File: config.mk
export PLATFORM = sky130hd
export DESIGN_NAME = rect_blit_engine_unit_flat
export DESIGN_NICKNAME = d
export VERILOG_FILES = /design/src/rtl/rbe_pkg.sv /design/src/rtl/rbe_ifs.sv /design/src/rtl/rect_blit_engine_unit.sv /design/src/flat_wrapper.sv
export SDC_FILE = /design/constraint.sdc
export NUM_CORES = 2
export LEC_CHECK = 0
export ABC_CLOCK_PERIOD_IN_PS = 19900
export BUFFER_PORTS_ARGS = -buffer_cell sky130_fd_sc_hd__buf_2
export CAP_MARGIN = 10
export CORE_AREA = 2 2 247 249
export CTS_CLUSTER_SIZE = 10
export DETAILED_ROUTE_END_ITERATION = 7
export DIE_AREA = 0 0 249 251
export GPL_TIMING_DRIVEN = 0
export PLACE_DENSITY = 0.66
export SYNTH_ARGS = -nofsm -noshare
export SYNTH_HDL_FRONTEND = slang
export SYNTH_SLANG_ARGS = --single-unit
File: constraint.sdc
create_clock -name i_clk -period 19.9 [get_ports i_clk]
set_input_delay 3.98 -clock i_clk [delete_from_list [all_inputs] [get_ports i_clk]]
set_output_delay 3.98 -clock i_clk [all_outputs]
set_load 0.005 [all_outputs]
File: src/rtl/rbe_pkg.sv
// ----------------------------------------------------------------------------
// rbe_pkg
// Shared codes and constants of the rectangle blitter.
// ----------------------------------------------------------------------------
`default_nettype none

package rbe_pkg;

    localparam int PIXEL_BITS   = 8;
    localparam int CFG_IDX_BITS = 3;

    typedef enum logic [1:0] {
        MODE_FILL,
        MODE_COPY,
        MODE_KEYED,
        MODE_SCALED
    } t_mode;

    typedef enum logic [CFG_IDX_BITS-1:0] {
        CFG_MODE,
        CFG_SRC_STRIDE,
        CFG_DST_STRIDE,
        CFG_RECT_WIDTH,
        CFG_DST_ROWS,
        CFG_SRC_ROWS,
        CFG_KEY_COLOR,
        CFG_COLOR
    } t_cfg_idx;

endpackage

`default_nettype wire

File: src/rtl/rbe_ifs.sv
// ----------------------------------------------------------------------------
// rbe request and result channels
// Valid/ready channels carrying blitter requests and blitter results.
// ----------------------------------------------------------------------------
`default_nettype none

interface rbe_req_if #(
    parameter int COORD_BITS = 12
);
    import rbe_pkg::*;

    logic                  valid;
    logic                  ready;
    logic                  kind;
    logic [COORD_BITS-1:0] src_x;
    logic [COORD_BITS-1:0] src_y;
    logic [COORD_BITS-1:0] dst_x;
    logic [COORD_BITS-1:0] dst_y;
    logic [PIXEL_BITS-1:0] pixel;

    modport source (output valid, kind, src_x, src_y, dst_x, dst_y, pixel, input ready);
    modport sink   (input valid, kind, src_x, src_y, dst_x, dst_y, pixel, output ready);
endinterface

interface rbe_res_if #(
    parameter int ADDR_BITS = 24
);
    import rbe_pkg::*;

    logic                  valid;
    logic                  ready;
    logic                  write_enable;
    logic [ADDR_BITS-1:0]  write_address;
    logic [PIXEL_BITS-1:0] write_data;
    logic                  read_valid;
    logic [ADDR_BITS-1:0]  read_address;
    logic                  done_res;

    modport source (output valid, write_enable, write_address, write_data, read_valid,
                    read_address, done_res, input ready);
    modport sink   (input valid, write_enable, write_address, write_data, read_valid,
                    read_address, done_res, output ready);
endinterface

`default_nettype wire

File: src/rtl/rect_blit_engine_unit.sv
// ----------------------------------------------------------------------------
// rect_blit_engine_unit
// Rectangle blitter: fill, copy, keyed copy with tint, vertically scaled copy.
// A pixel request's result is registered from S_TICK and waits in S_EMIT while
//   the output stalls; no new request is taken before S_IDLE. A start request
//   makes two passes through the shared multiplier for the corner addresses.
// Scaled mode row turn: S_MUL_NUM, bit-serial divider in S_DIV, S_MUL_ROW.
// Reset: synchronous; config and control registers reset, no clearing pass.
// ----------------------------------------------------------------------------
`default_nettype none

module rect_blit_engine_unit #(
    parameter int COORD_BITS = 12,
    parameter int ADDR_BITS  = 24
) (
    input  wire logic                                i_clk,
    input  wire logic                                i_rst_n,
    rbe_req_if.sink                                  i_req,
    rbe_res_if.source                                o_res,
    input  wire logic                                i_cfg_we,
    input  wire logic [rbe_pkg::CFG_IDX_BITS-1:0]    i_cfg_idx,
    input  wire logic [((COORD_BITS > rbe_pkg::PIXEL_BITS) ? COORD_BITS
                        : rbe_pkg::PIXEL_BITS)-1:0] i_cfg_data
);
    import rbe_pkg::*;

    localparam int CW  = COORD_BITS;
    localparam int AW  = ADDR_BITS;
    localparam int PW  = 2 * CW;
    localparam int NW  = PW + 2;
    localparam int EW  = (AW > PW + 1) ? AW : PW + 1;
    localparam int DCW = $clog2(NW + 1);

    typedef enum logic [2:0] {
        S_IDLE,
        S_MUL_DST,
        S_MUL_SRC,
        S_TICK,
        S_MUL_NUM,
        S_DIV,
        S_MUL_ROW,
        S_EMIT
    } t_state;

    typedef struct packed {
        logic                  we;
        logic [AW-1:0]         wa;
        logic [PIXEL_BITS-1:0] wd;
        logic                  rv;
        logic [AW-1:0]         ra;
        logic                  dn;
    } t_res;

    t_mode                 r_mode;
    logic [CW-1:0]         r_src_stride;
    logic [CW-1:0]         r_dst_stride;
    logic [CW-1:0]         r_rect_width;
    logic [CW-1:0]         r_dst_rows;
    logic [CW-1:0]         r_src_rows;
    logic [PIXEL_BITS-1:0] r_key;
    logic [PIXEL_BITS-1:0] r_color;

    t_state                r_state;
    logic                  r_busy;
    logic [CW-1:0]         r_col;
    logic [CW-1:0]         r_row;
    logic [AW-1:0]         r_dst_off;
    logic [AW-1:0]         r_src_off;
    logic [AW-1:0]         r_src_org;

    logic [CW-1:0]         r_sx;
    logic [CW-1:0]         r_sy;
    logic [CW-1:0]         r_dx;
    logic [CW-1:0]         r_dy;
    logic [PIXEL_BITS-1:0] r_px;

    logic [NW-1:0]         r_div_num;
    logic [CW:0]           r_div_rem;
    logic [DCW-1:0]        r_div_cnt;

    t_res                  r_res;
    t_res                  r_out;
    logic                  r_out_valid;

    logic [CW-1:0]         w_eff;
    logic [CW-1:0]         h_eff;
    logic [CW-1:0]         mul_a;
    logic [CW-1:0]         mul_b;
    logic [PW-1:0]         mul_p;
    logic [EW-1:0]         mul_addend;
    logic [EW-1:0]         mul_sum;
    logic [CW:0]           col_inc;
    logic [CW:0]           row_inc;
    logic                  col_last;
    logic                  row_last;
    logic                  tk_we;
    logic [PIXEL_BITS-1:0] tk_wd;
    logic                  tk_busy_n;
    logic                  tk_need_div;
    logic [EW-1:0]         dst_step;
    logic [EW-1:0]         src_step;
    logic [AW-1:0]         tk_src_n;
    logic [CW+1:0]         div_sh;
    logic [CW+1:0]         div_den;
    logic                  div_ge;
    logic [CW+1:0]         div_rem_n;
    logic                  fin;
    logic                  out_free;
    logic                  out_load;
    t_res                  n_res;

    // configuration
    always_ff @(posedge i_clk) begin
        if (!i_rst_n) begin
            r_mode       <= MODE_FILL;
            r_src_stride <= CW'(1);
            r_dst_stride <= CW'(1);
            r_rect_width <= CW'(1);
            r_dst_rows   <= CW'(1);
            r_src_rows   <= CW'(1);
            r_key        <= '0;
            r_color      <= '0;
        end else if (i_cfg_we) begin
            case (t_cfg_idx'(i_cfg_idx))
                CFG_MODE:       r_mode       <= t_mode'(i_cfg_data[1:0]);
                CFG_SRC_STRIDE: r_src_stride <= i_cfg_data[CW-1:0];
                CFG_DST_STRIDE: r_dst_stride <= i_cfg_data[CW-1:0];
                CFG_RECT_WIDTH: r_rect_width <= i_cfg_data[CW-1:0];
                CFG_DST_ROWS:   r_dst_rows   <= i_cfg_data[CW-1:0];
                CFG_SRC_ROWS:   r_src_rows   <= i_cfg_data[CW-1:0];
                CFG_KEY_COLOR:  r_key        <= i_cfg_data[PIXEL_BITS-1:0];
                CFG_COLOR:      r_color      <= i_cfg_data[PIXEL_BITS-1:0];
                default: begin
                end
            endcase
        end
    end

    assign w_eff = (r_rect_width == '0) ? CW'(1) : r_rect_width;
    assign h_eff = (r_dst_rows == '0) ? CW'(1) : r_dst_rows;

    // shared multiplier
    always_comb begin
        mul_a      = '0;
        mul_b      = '0;
        mul_addend = '0;
        case (r_state)
            S_MUL_DST: begin
                mul_a      = r_dy;
                mul_b      = r_dst_stride;
                mul_addend = EW'(r_dx);
            end
            S_MUL_SRC: begin
                mul_a      = r_sy;
                mul_b      = r_src_stride;
                mul_addend = EW'(r_sx);
            end
            S_MUL_NUM: begin
                mul_a = r_row;
                mul_b = r_src_rows;
            end
            S_MUL_ROW: begin
                mul_a      = r_div_num[CW-1:0];
                mul_b      = r_src_stride;
                mul_addend = EW'(r_src_org);
            end
            default: begin
            end
        endcase
    end

    assign mul_p   = PW'(mul_a) * PW'(mul_b);
    assign mul_sum = EW'(mul_p) + mul_addend;

    // pixel step
    assign col_inc  = {1'b0, r_col} + (CW+1)'(1);
    assign row_inc  = {1'b0, r_row} + (CW+1)'(1);
    assign col_last = col_inc >= {1'b0, w_eff};
    assign row_last = row_inc >= {1'b0, h_eff};
    assign dst_step = EW'(r_dst_off) + EW'(1) + EW'(r_dst_stride) - EW'(w_eff);
    assign src_step = EW'(r_src_off) + EW'(1) + EW'(r_src_stride) - EW'(w_eff);
    assign tk_busy_n   = !(col_last && row_last);
    assign tk_need_div = col_last && !row_last && (r_mode == MODE_SCALED);
    assign tk_src_n    = col_last ? src_step[AW-1:0] : r_src_off + AW'(1);

    always_comb begin
        tk_we = 1'b0;
        tk_wd = '0;
        case (r_mode)
            MODE_FILL: begin
                tk_we = 1'b1;
                tk_wd = r_color;
            end
            MODE_COPY: begin
                tk_we = 1'b1;
                tk_wd = r_px;
            end
            MODE_KEYED: begin
                if (!(r_key != '0 && r_px == r_key)) begin
                    tk_we = 1'b1;
                    tk_wd = r_px | r_color;
                end
            end
            default: begin
                if (r_px != r_key) begin
                    tk_we = 1'b1;
                    tk_wd = r_px;
                end
            end
        endcase
    end

    // restoring divider step
    assign div_sh    = {r_div_rem, r_div_num[NW-1]};
    assign div_den   = {1'b0, h_eff, 1'b0};
    assign div_ge    = div_sh >= div_den;
    assign div_rem_n = div_ge ? div_sh - div_den : div_sh;

    // result of the finishing step
    always_comb begin
        fin   = 1'b0;
        n_res = '0;
        case (r_state)
            S_MUL_SRC: begin
                fin      = 1'b1;
                n_res.rv = (r_mode != MODE_FILL);
                n_res.ra = (r_mode != MODE_FILL) ? mul_sum[AW-1:0] : '0;
            end
            S_TICK: begin
                if (r_busy) begin
                    fin      = !tk_need_div;
                    n_res.we = tk_we;
                    n_res.wa = r_dst_off;
                    n_res.wd = tk_wd;
                    n_res.dn = !tk_busy_n;
                    if (tk_busy_n && r_mode != MODE_FILL && !tk_need_div) begin
                        n_res.rv = 1'b1;
                        n_res.ra = tk_src_n;
                    end
                end else begin
                    fin = 1'b1;
                end
            end
            S_MUL_ROW: begin
                fin      = 1'b1;
                n_res    = r_res;
                n_res.rv = 1'b1;
                n_res.ra = mul_sum[AW-1:0];
            end
            default: begin
            end
        endcase
    end

    assign out_free    = !r_out_valid || o_res.ready;
    assign out_load    = out_free && (fin || r_state == S_EMIT);
    assign i_req.ready = (r_state == S_IDLE);

    always_ff @(posedge i_clk) begin
        if (!i_rst_n) begin
            r_state     <= S_IDLE;
            r_out_valid <= 1'b0;
            r_busy      <= 1'b0;
            r_col       <= '0;
            r_row       <= '0;
            r_dst_off   <= '0;
            r_src_off   <= '0;
            r_src_org   <= '0;
        end else begin
            if (out_load) begin
                r_out_valid <= 1'b1;
            end else if (r_out_valid && o_res.ready) begin
                r_out_valid <= 1'b0;
            end
            if (fin) begin
                r_res <= n_res;
                if (out_free) begin
                    r_out   <= n_res;
                    r_state <= S_IDLE;
                end else begin
                    r_state <= S_EMIT;
                end
            end
            case (r_state)
                S_IDLE: begin
                    if (i_req.valid) begin
                        r_sx    <= i_req.src_x;
                        r_sy    <= i_req.src_y;
                        r_dx    <= i_req.dst_x;
                        r_dy    <= i_req.dst_y;
                        r_px    <= i_req.pixel;
                        r_state <= i_req.kind ? S_TICK : S_MUL_DST;
                    end
                end
                S_MUL_DST: begin
                    r_dst_off <= mul_sum[AW-1:0];
                    r_state   <= S_MUL_SRC;
                end
                S_MUL_SRC: begin
                    r_src_org <= mul_sum[AW-1:0];
                    r_src_off <= mul_sum[AW-1:0];
                    r_busy    <= 1'b1;
                    r_col     <= '0;
                    r_row     <= '0;
                end
                S_TICK: begin
                    if (r_busy) begin
                        if (col_last) begin
                            r_col <= '0;
                            if (row_last) begin
                                r_busy <= 1'b0;
                                r_row  <= '0;
                            end else begin
                                r_row     <= row_inc[CW-1:0];
                                r_dst_off <= dst_step[AW-1:0];
                                if (!tk_need_div) begin
                                    r_src_off <= src_step[AW-1:0];
                                end
                            end
                        end else begin
                            r_col     <= col_inc[CW-1:0];
                            r_dst_off <= r_dst_off + AW'(1);
                            r_src_off <= r_src_off + AW'(1);
                        end
                        if (tk_need_div) begin
                            r_res   <= n_res;
                            r_state <= S_MUL_NUM;
                        end
                    end
                end
                S_MUL_NUM: begin
                    r_div_num <= {1'b0, mul_p, 1'b0} + NW'(h_eff);
                    r_div_rem <= '0;
                    r_div_cnt <= DCW'(NW);
                    r_state   <= S_DIV;
                end
                S_DIV: begin
                    r_div_num <= {r_div_num[NW-2:0], div_ge};
                    r_div_rem <= div_rem_n[CW:0];
                    r_div_cnt <= r_div_cnt - DCW'(1);
                    if (r_div_cnt == DCW'(1)) begin
                        r_state <= S_MUL_ROW;
                    end
                end
                S_MUL_ROW: begin
                    r_src_off <= mul_sum[AW-1:0];
                end
                S_EMIT: begin
                    if (out_free) begin
                        r_out   <= r_res;
                        r_state <= S_IDLE;
                    end
                end
                default: begin
                    r_state <= S_IDLE;
                end
            endcase
        end
    end

    assign o_res.valid         = r_out_valid;
    assign o_res.write_enable  = r_out.we;
    assign o_res.write_address = r_out.wa;
    assign o_res.write_data    = r_out.wd;
    assign o_res.read_valid    = r_out.rv;
    assign o_res.read_address  = r_out.ra;
    assign o_res.done_res      = r_out.dn;

    a_done_no_read: assert property (@(posedge i_clk) disable iff (!i_rst_n)
        o_res.valid && o_res.done_res |-> !o_res.read_valid)
        else $error("read requested on last pixel");

    a_skip_zero_data: assert property (@(posedge i_clk) disable iff (!i_rst_n)
        o_res.valid && !o_res.write_enable |-> o_res.write_data == '0)
        else $error("skipped write carries data");

    a_no_read_zero_addr: assert property (@(posedge i_clk) disable iff (!i_rst_n)
        o_res.valid && !o_res.read_valid |-> o_res.read_address == '0)
        else $error("read address without read request");

endmodule

`default_nettype wire

File: src/flat_wrapper.sv
// flat-port wrapper written by rule: the top's interface ports become plain ports
module rect_blit_engine_unit_flat import rbe_pkg::*;
#(
    parameter int COORD_BITS = 12,
    parameter int ADDR_BITS  = 24
)
  (i_clk, i_rst_n, i_cfg_we, i_cfg_idx, i_cfg_data, i_req_valid, i_req_kind, i_req_src_x, i_req_src_y, i_req_dst_x, i_req_dst_y, i_req_pixel, i_req_ready, o_res_valid, o_res_write_enable, o_res_write_address, o_res_write_data, o_res_read_valid, o_res_read_address, o_res_done_res, o_res_ready);
  rbe_req_if #(.COORD_BITS(COORD_BITS)) i_req_i ();
  rbe_res_if #(.ADDR_BITS(ADDR_BITS)) o_res_i ();
  input  wire logic i_clk;
  input  wire logic i_rst_n;
  input  wire logic i_cfg_we;
  input  wire logic [rbe_pkg::CFG_IDX_BITS-1:0] i_cfg_idx;
  input  wire logic [((COORD_BITS > rbe_pkg::PIXEL_BITS) ? COORD_BITS
                        : rbe_pkg::PIXEL_BITS)-1:0] i_cfg_data;
  input wire logic [$bits(i_req_i.valid)-1:0] i_req_valid;
  input wire logic [$bits(i_req_i.kind)-1:0] i_req_kind;
  input wire logic [$bits(i_req_i.src_x)-1:0] i_req_src_x;
  input wire logic [$bits(i_req_i.src_y)-1:0] i_req_src_y;
  input wire logic [$bits(i_req_i.dst_x)-1:0] i_req_dst_x;
  input wire logic [$bits(i_req_i.dst_y)-1:0] i_req_dst_y;
  input wire logic [$bits(i_req_i.pixel)-1:0] i_req_pixel;
  output wire logic [$bits(i_req_i.ready)-1:0] i_req_ready;
  output wire logic [$bits(o_res_i.valid)-1:0] o_res_valid;
  output wire logic [$bits(o_res_i.write_enable)-1:0] o_res_write_enable;
  output wire logic [$bits(o_res_i.write_address)-1:0] o_res_write_address;
  output wire logic [$bits(o_res_i.write_data)-1:0] o_res_write_data;
  output wire logic [$bits(o_res_i.read_valid)-1:0] o_res_read_valid;
  output wire logic [$bits(o_res_i.read_address)-1:0] o_res_read_address;
  output wire logic [$bits(o_res_i.done_res)-1:0] o_res_done_res;
  input wire logic [$bits(o_res_i.ready)-1:0] o_res_ready;
  assign i_req_i.valid = i_req_valid;
  assign i_req_i.kind = i_req_kind;
  assign i_req_i.src_x = i_req_src_x;
  assign i_req_i.src_y = i_req_src_y;
  assign i_req_i.dst_x = i_req_dst_x;
  assign i_req_i.dst_y = i_req_dst_y;
  assign i_req_i.pixel = i_req_pixel;
  assign i_req_ready = i_req_i.ready;
  assign o_res_valid = o_res_i.valid;
  assign o_res_write_enable = o_res_i.write_enable;
  assign o_res_write_address = o_res_i.write_address;
  assign o_res_write_data = o_res_i.write_data;
  assign o_res_read_valid = o_res_i.read_valid;
  assign o_res_read_address = o_res_i.read_address;
  assign o_res_done_res = o_res_i.done_res;
  assign o_res_i.ready = o_res_ready;
  rect_blit_engine_unit #(.COORD_BITS(COORD_BITS), .ADDR_BITS(ADDR_BITS)) u_core (.i_clk(i_clk), .i_rst_n(i_rst_n), .i_req(i_req_i), .o_res(o_res_i), .i_cfg_we(i_cfg_we), .i_cfg_idx(i_cfg_idx), .i_cfg_data(i_cfg_data));
endmodule
==> impl_metrics.ini <==
[clock_tree]
cts_buffers = 50
cts_tree = done
cts.clk_slew.worst_paths_ns = 0.06
htreeDepth = 2
clkSinkCount = 397
clk_latency_ns = 0.62
post-cts-setup-buffers = 0
cts_hold_buf = 0
cts_root_buf = clkbuf_16
clockBufferDepth = 3
cts_resized = 0

[route]
via_count = 26300
avgRoutedWirePerCell_um = 21.4
drt-total-wl_mm = 96.0
drc = 0
drtPass1Iterations = 5
ant_nets = 0
via_per_inst = 5.87
first_iter_violations = 2777

[worst_setup_path]
worstSetupPathType = reg -> reg
reg2reg_setup_slack_ns = 9.28
end_kind = flip-flop
r2r_cells = 34
cp.required_ns = 20.25
cpPeakStageDelay_ns = 0.80
worst_r2r_endpoint = u_core.o_res.read_address[21]
cp_data_arrival_time_ns = 10.97
r2r-start = u_core.r_state[1]
setup.worst_path.start_class = flip-flop
worstPathMaxFanout = 10
crit_top_cell = inv_1
cp_slowest_cell = xnor2_1

[floorplan]
coreArea_um2 = 59800
io_pins = 138
rows = 90
fp.dieW_um = 249
die_area_um2 = 62500
start_util_pct = 49.4
fp.dieH_um = 251

[sta]
grt_setup_unrepaired = no
max_freq_mhz = 94.1
tightest_slew_ns = 1.25
slew_viol_final = 0
timing.final.crit_share_pct = 53.4
tns_ns = 0
period_needed_ns = 10.62
finalSetupViolations = 0
slew_headroom_pct = 16.3
fin_skew_ns = 0.0270
hold_viol_final = 0

[cells_and_area]
drive_gt1_share_pct = 6.69
fill_cells = 5628
final_cells = 4488
syn2layout_area_growth_pct = 11.0
diodes = 0
final_nets = 4082

[global_route]
grt.total_usage_pct = 30.2
grt_pass1_vias = 24900
grt.busiest_layer = met2
gr-total-overflow = 0
grt.met2_usage_pct = 48.5
grt_pass1_wl_mm = 146
grtUsageMet1_pct = 40.8
grt_max_degree = 69
antenna_found_initial = 1
use_met3_pct = 4.50

[synthesis]
synthCells = 3482
synth_seq_area_share_pct = 34.3
ys_ff_latch = 397
postSynthAreaPerCell_um2 = 8.49
synthFlopType = edfxtp_1
synth_area_um2 = 29600
synth_edf_count = 218
async_flop_share_pct = 0
synth_warnings = 0
ys_types = 81
syn_nets = 3894

[outcome]
status = completed

[place]
globalplace.congestion = 0.987
hpwl_mm = 74.8
dp.cells = 4399
portBuffers = 133

[min_path]
min_from = u_core.r_src_org[6]
min_to = u_core.r_src_org[6]
min_path_cells = 2
hold_class = reg -> reg

[pwr]
leakagePower_uw = 0.0135
vdd_drop_max_v = 0.0000643
power.density_nw_per_um2 = 75.0

[flow_run]
maxCapViolCount = 0
## final cells by class
| cell class | instances | area, um^2 | area share (%) |
|---|---|---|---|
| Multi-Input combinational cell | 2594 | 17600 | 53.5 |
| Sequential cell | 397 | 10100 | 30.9 |
| Clock buffer | 72 | 1380 | 4.22 |
| Inverter | 310 | 1160 | 3.55 |
| Tap cell | 782 | 978 | 2.98 |
| Timing Repair Buffer | 136 | 724 | 2.21 |
| Buffer | 181 | 698 | 2.13 |
| Clock inverter | 16 | 171 | 0.522 |
## Yosys cell counts (all sizes together), types with 31 or more instances
library cell	count	share of area, %
and3	49	1.0
o21ai	205	3.5
a21oi	310	5.3
ha	208	8.8
nand3	72	1.2
nor3	67	1.1
fa	127	8.6
a211oi	38	0.97
nand2	576	7.3
xor2	43	1.3
nor2	256	3.3
dfxtp	179	12
and2	39	0.83
nor2b	31	0.66
a21o	53	1.3
xnor2	131	3.9
inv	309	3.9
a22oi	64	1.6
clkbuf	162	2.1
edfxtp	218	22
## worst max-delay path by stage
stage,from,end,slack [ns],depth (start not counted)
2_1_floorplan,u_core.r_state[1],u_core.o_res.read_address[23],11.79,32
3_3_place_gp,u_core.r_state[1],u_core.o_res.read_address[19],9.47,33
3_5_place_dp,u_core.r_state[1],u_core.o_res.read_address[19],9.45,33
4_1_cts,u_core.r_state[1],u_core.o_res.read_address[19],9.41,33
5_1_grt,u_core.r_state[1],u_core.o_res.read_address[19],8.78,33
6_report,u_core.r_state[1],u_core.o_res.read_address[21],9.28,34
## power breakdown
group / switching (uW) / total, uW / leakage, uW / internal [uW]
registers: 34.9 / 958 / 0.00351 / 923
logic: 404 / 623 / 0.00919 / 219
clock network: 373 / 882 / 0.000763 / 509
## per-stage QoR
stage | total power, uW | cell area, um^2 | utilization, % | hold WS (ns) | setup slack (ns)
after floorplan | 1370 | 29600 | - | 0.432 | 11.79
after global placement | 1580 | 31200 | 52.2 | 0.443 | 9.47
after detailed placement | 1580 | 31300 | 52.3 | 0.447 | 9.45
after CTS | 2460 | 32800 | 54.9 | 0.454 | 9.41
after global routing | 2570 | 32800 | 54.9 | 0.468 | 8.78
final | 2460 | 32800 | 54.9 | 0.455 | 9.28
## routing by layer
| layer | vias to the layer above | wire length (um) |
|---|---|---|
| met5 | - | 13 |
| met4 | 2 | 4240 |
| met3 | 210 | 7770 |
| met2 | 1120 | 43100 |
| met1 | 12600 | 40900 |
| li1 | 12400 | - |
## cell usage in the layout, fill, tap and decap left out, types with 8 or more instances in the layout
cell type  synthesis  final
nor2_1           256    256
o22ai_1           29     29
buf_2             13    146
and3_1            49     48
or2_2              8      8
and2_1            38     37
ha_1             208    208
a21o_1            53     53
a31oi_1           18     18
xnor2_1          131    131
o21a_1            19     19
a211oi_1          38     38
nand2_1          576    576
nor4_1             9      9
a21oi_1          309    309
nand2b_1          22     22
a311oi_1          10     10
edfxtp_1         218    218
nor2b_1           31     31
nand3_1           71     71
a221oi_1           9      9
o211ai_1          22     22
clkbuf_16          0     50
a22o_1            12     12
or3_1              9      9
nand4_1           18     18
dfxtp_1          179    179
o21ai_0          195    195
o21bai_1          10     10
clkbuf_1         160    177
o21ai_1            8      8
nor3_1            67     67
o31ai_1           10     10
xor2_1            43     43
a22oi_1           64     64
mux2i_1           24     24
inv_1            309    309
fa_1             127    127
## state kept, by name, summed over array words and instances (netlist names), 13 cells and up
register                    flops
u_core.r_src_org               24
u_core.r_div_num               26
u_core.r_src_off               24
u_core.r_res                   59
u_core.o_res.write_address     24
u_core.r_dst_off               24
u_core.o_res.read_address      24
u_core.r_div_rem               13
## logic make-up after synthesis
group	count (synthesis)	synth area share [%]
AND/OR/NAND/NOR	1181	17.6
AO/OA/AOI/OAI	878	18.4
buffers and inverters	491	6.30
flip-flops	397	34.3
adder cells (fa/ha/maj)	335	17.4
XOR/XNOR	174	5.16
multiplexers	26	0.889
## critical path, delay by kind of cell, from the launching register on
kind | cells | cell delay (ns)
and+or+nand+nor | 5 | 0.86
AOI/OAI and AO/OA | 12 | 2.58
DFF | 1 | 0.30
buffers and inverters | 9 | 2.62
adders and majority gates | 6 | 2.87
xor gates and xnor gates | 2 | 1.13
Note: power is estimated with default switching activity, not from simulation.
